[src/hw/rtl/rbst_pkg.sv]
// Shared constants and register codes for the ray box slab test.
// Used by every module of the block; depends on nothing.
`default_nettype none

package rbst_pkg;

    localparam int DIR_W     = 32;   // Q2.30 direction components
    localparam int DIR_FRAC  = 30;
    localparam int SCALE_W   = 32;   // margin scale, fraction of 2^-32
    localparam int CFG_IDX_W = 3;

    localparam logic signed [DIR_W-1:0] DIR_X_RESET        = 32'sh4000_0000;
    localparam logic [SCALE_W-1:0]      MARGIN_SCALE_RESET = 32'd8192;

    typedef enum logic [CFG_IDX_W-1:0] {
        REG_ORIGIN_X     = 3'd0,
        REG_ORIGIN_Y     = 3'd1,
        REG_ORIGIN_Z     = 3'd2,
        REG_DIR_X        = 3'd3,
        REG_DIR_Y        = 3'd4,
        REG_DIR_Z        = 3'd5,
        REG_MARGIN_SCALE = 3'd6
    } cfg_reg_t;

endpackage

`default_nettype wire

[src/hw/rtl/rbst_margin.sv]
// Safety margin pipeline: scale times the largest of 1.0, |origin| and the limit.
// Four register stages; uses rbst_pkg.
`default_nettype none

module rbst_margin #(
    parameter int COORD_WIDTH = 32,
    parameter int FRAC_BITS   = 16
) (
    input  wire logic                                   aclk,
    input  wire logic                                   en,
    input  wire logic signed [COORD_WIDTH-1:0]          origin_x,
    input  wire logic signed [COORD_WIDTH-1:0]          origin_y,
    input  wire logic signed [COORD_WIDTH-1:0]          origin_z,
    input  wire logic [rbst_pkg::SCALE_W-1:0]           margin_scale,
    input  wire logic [COORD_WIDTH-2:0]                 limit_in,
    output logic [COORD_WIDTH-1:0]                      margin,
    output logic [COORD_WIDTH-2:0]                      limit_out
);
    import rbst_pkg::*;

    localparam int CW   = COORD_WIDTH;
    localparam int MH_W = (CW > 16) ? CW - 16 : 1;
    localparam int PH_W = SCALE_W + MH_W;
    localparam int PL_W = SCALE_W + 16;
    localparam int SUM_W = PH_W + 1;
    localparam logic [CW-1:0] ONE = CW'(1) << FRAC_BITS;

    logic [CW-1:0]    abs_reg [3];
    logic [CW-1:0]    mag_reg;
    logic [PH_W-1:0]  p_hi_reg;
    logic [PL_W-1:0]  p_lo_reg;
    logic [CW-1:0]    margin_reg;
    logic [CW-2:0]    lim_reg [4];

    logic [CW-1:0] org_u [3];
    logic [CW-1:0] abs_next [3];
    logic [CW-1:0] lim_w, m01, m23, mag_next;
    logic [MH_W-1:0] mh;
    logic [15:0]     ml;
    logic [SUM_W-1:0] sum_w;

    always_comb begin
        org_u[0] = origin_x;
        org_u[1] = origin_y;
        org_u[2] = origin_z;
        for (int k = 0; k < 3; k++) begin
            abs_next[k] = org_u[k][CW-1] ? (~org_u[k] + 1'b1) : org_u[k];
        end
        lim_w    = {1'b0, lim_reg[0]};
        m01      = (abs_reg[0] > ONE) ? abs_reg[0] : ONE;
        m23      = (abs_reg[1] > abs_reg[2]) ? abs_reg[1] : abs_reg[2];
        m01      = (lim_w > m01) ? lim_w : m01;
        mag_next = (m23 > m01) ? m23 : m01;
        mh       = MH_W'(mag_reg >> 16);
        ml       = mag_reg[15:0];
        sum_w    = SUM_W'(p_hi_reg) + SUM_W'(p_lo_reg >> 16);
    end

    always_ff @(posedge aclk) begin
        if (en) begin
            abs_reg    <= abs_next;
            lim_reg[0] <= limit_in;
            mag_reg    <= mag_next;
            lim_reg[1] <= lim_reg[0];
            p_hi_reg   <= PH_W'(margin_scale) * PH_W'(mh);
            p_lo_reg   <= PL_W'(margin_scale) * PL_W'(ml);
            lim_reg[2] <= lim_reg[1];
            // margin stays below the magnitude, so it fits the coordinate width
            margin_reg <= CW'(sum_w >> 16);
            lim_reg[3] <= lim_reg[2];
        end
    end

    assign margin    = margin_reg;
    assign limit_out = lim_reg[3];

endmodule

`default_nettype wire

[config.mk]
export PLATFORM = sky130hd
export DESIGN_NAME = rbst_margin
export DESIGN_NICKNAME = d
export VERILOG_FILES = /design/src/hw/rtl/rbst_pkg.sv /design/src/hw/rtl/rbst_margin.sv
export SDC_FILE = /design/constraint.sdc
export NUM_CORES = 2
export LEC_CHECK = 0
export ABC_AREA = 1
export BUFFER_PORTS_ARGS = -buffer_cell sky130_fd_sc_hd__buf_2
export CAP_MARGIN = 20
export CORE_UTILIZATION = 40
export CTS_BUF_LIST = sky130_fd_sc_hd__clkbuf_4
export DETAILED_ROUTE_END_ITERATION = 8
export RECOVER_POWER = 100
export SLEW_MARGIN = 20
export SYNTH_ARGS = -nofsm -noshare
export SYNTH_HDL_FRONTEND = slang
export SYNTH_SLANG_ARGS = --single-unit
[constraint.sdc]
create_clock -name aclk -period 9.5 [get_ports aclk]
set_input_delay 1.9 -clock aclk [delete_from_list [all_inputs] [get_ports aclk]]
set_output_delay 1.9 -clock aclk [all_outputs]
set_load 0.05 [all_outputs]
==> metrics.md <==
| Metric | Value |
|---|---|
| Status | finished, violations left |
| Failing checks | capacitance limit, slew limit |
| CTS sink cnt | 364 |
| Reg clk slew, reported paths | 0.06 ns |
| CTS tree | yes |
| Core Area | 132300 um2 |
| CP Launch Type | primary input |
| Final Net Count | 8123 |
| Distinct cells, synth | 44 |
| Final worst path period share | 0.8482 |
| Sequential share of the synthesized area | 0.2038 |
| Maximum clock frequency | 124.1 MHz |
| R2R cell count | 23 |
| Synthesized instance count | 6607 |
| # setup viols final | 0 |
| Post-route DRC | 0 |
| Mapped Area | 53640 um2 |
| Worst EP required | 10.28 ns |
| Number of global-route vias before repair | 45340 |
| Via/cell ratio | 5.087 |
| Slew margin rel. | -1.769 |
| Yosys warning count | 0 |
| Cts bufs inserted | 99 |
| Total via count after detailed routing | 43740 |
| Die area | 135600 um2 |
| Initial antenna violation count | 16 |
| RSZ-0062 raised after global routing | false |
| Initial drt markers | 3350 |
| Row count | 133 |
| Layout cells sized above 1 | 0.05386 |
| RePlAce Congestion | 0.9982 |
| Detailed Routing Iterations Pass 1 | 6 |
| Max H-tree Level | 3 |
| Largest net degree at the start of global routing | 142 |
| CTS Buffer Depth | 3 |
| Routed wire length | 163600 um |
| Worst Path Max Fanout | 17 |
| Skew final | 0.08731 ns |
| Root buffer cell | clkbuf_4 |
| Layout fillers | 13440 |
| Min Tclk post-route | 8.058 ns |
| HPWL reported at the end of detailed placement | 131800 um |
| Setup Fix Bufs, Post-CTS | 0 |
| Setup TNS | 0 ns |
| Max-slew violations | 371 |
| Flip-flop count of the largest register, all copies and words added | 124 |
| Post-route ant nets | 0 |
| Initial Utilization | 0.4054 |
| Final Hold Viols | 0 |
| Die Span X | 368.2 um |
| # IOs | 224 |
| Syn Nets | 7969 |
| Post_cts resized | 0 |
| # hold bufs at CTS | 0 |
| Max-cap violations | 6 |
| Syn_area_per_cell | 8.118 um2 |
| Share of the synthesized area in the top cell type | 0.3117 |
| Overflow after GRT | 0 |
| Worst hold path depth | 0 |
| Worst Setup End Kind | flop |
| PortBufs | 223 |
| Worst slew pin tran | 4.153 ns |
| Area contributors post-synth | fa_1 (31%), edfxtp_1 (20%), nand2_1 (13%) |
| Crit Path Class | primary input to flop |
| Clk_lat worst skew | 1.06 ns |
| Worst Path Arrival | 8.84 ns |
| P&R area growth vs syn | 7.357% |
| GRT Total Usage | 0.2451 |
| Die H | 368.2 um |
| Cell taking the most area after synthesis | fa_1 |
| Routed len/inst | 19.02 um |
| Hold Path Class | flop to flop |
| Synth Register Bits | 364 |
| First-pass GRT wire length | 255800 um |
==> metrics by stage <==
| step | hold WS, ns | setup slack (ns) | area, um2 | util | cells |
|---|---|---|---|---|---|
| detailed placement | 0.4045 | 1.286 | 56510 | 0.4272 | 8415 |
| finish | 0.4125 | 1.442 | 57580 | 0.4353 | 8598 |
| floorplan | 0.4003 | 2.549 | 53640 | - | 6607 |
| CTS | 0.3861 | 2.380 | 57800 | 0.4369 | 8588 |
| global route | 0.3934 | 1.044 | 57570 | 0.4352 | 8594 |
| global placement | 0.4008 | 1.269 | 56510 | 0.4272 | 8415 |
==> cell usage after synthesis (all sizes together) <==
cell,n
a21boi,10
a21o,25
a21oi,215
a31oi,14
and2,35
and3,5
buf,20
clkbuf,208
edfxtp,364
fa,835
ha,366
inv,1508
nand2,1855
nand2b,2
nand3,261
nand3b,10
nand4,72
nor2,395
nor3,49
nor4,13
o211ai,6
o21a,12
o21ai,143
o21bai,23
o31ai,2
or2,7
xnor2,48
xor2,104
==> final timing paths <==
| check | slack (ns) | from | to |
|---|---|---|---|
| worst max register to register | 1.75 | abs_reg[81] | mag_reg[21] |
| worst max-delay path | 1.44 | margin_scale[30] | p_hi_reg[43] |
| worst min register to register | 0.41 | lim_reg[1][19] | lim_reg[2][19] |
| worst min-delay path | 0.41 | lim_reg[1][19] | lim_reg[2][19] |
==> logic make-up after synthesis <==
group | count (synthesis) | share of synthesized area
and+or+nand+nor | 2704 | 0.2055
buffers and inverters | 1736 | 0.1222
adders and majority gates | 1201 | 0.3970
AOI/OAI and AO/OA | 450 | 0.04663
DFF | 364 | 0.2038
xor gates and xnor gates | 152 | 0.02482
==> cell type report <==
cell class / instances / area [um2] / area share
Multi-Input combinational cell: 4507 / 36060 / 0.6262
Sequential cell: 364 / 10930 / 0.1898
Inverter: 1508 / 5660 / 0.09830
Tap cell: 1755 / 2196 / 0.03813
Timing Repair Buffer: 281 / 1426 / 0.02477
Clock buffer: 136 / 1021 / 0.01773
Clock inverter: 37 / 265.3 / 0.004606
Antenna cell: 10 / 25.02 / 0.0004346
==> routing by layer <==
| layer | up-vias | routed length (um) | global-route usage |
|---|---|---|---|
| li1 | 20300 | - | - |
| met1 | 21470 | 69440 | 0.3259 |
| met2 | 1657 | 76590 | 0.4055 |
| met3 | 301 | 11670 | 0.03756 |
| met4 | 10 | 5787 | 0.08530 |
| met5 | - | 67 | 0 |
==> layout by cell type (no fill, tap or decap), types with 52 or more instances in the layout <==
master,count
clkbuf_1,88
a21oi_1,215
ha_1,366
o21ai_0,139
nand4_1,71
fa_1,835
clkbuf_4,136
buf_2,140
nor2_1,393
nand3_1,261
nand2_1,1849
buf_4,52
xor2_1,104
inv_1,1503
edfxtp_1,364
==> critical path: stages <==
cell      delay, ns
clkbuf_1       1.00
clkbuf_1       0.81
nand2_1        0.19
fa_1           0.59
inv_1          0.06
fa_1           0.54
inv_1          0.06
fa_1           0.50
fa_1           0.47
fa_1           0.52
inv_1          0.05
fa_1           0.43
ha_1           0.45
nand2_1        0.13
nor2_1         0.15
inv_1          0.07
nor3_1         0.16
inv_1          0.11
nor3_1         0.21
nand3_1        0.14
nand4_1        0.15
nand2_1        0.11
Power is not shown: default switching activity piles up to over one toggle a cycle in this logic, so the estimate is an artifact.
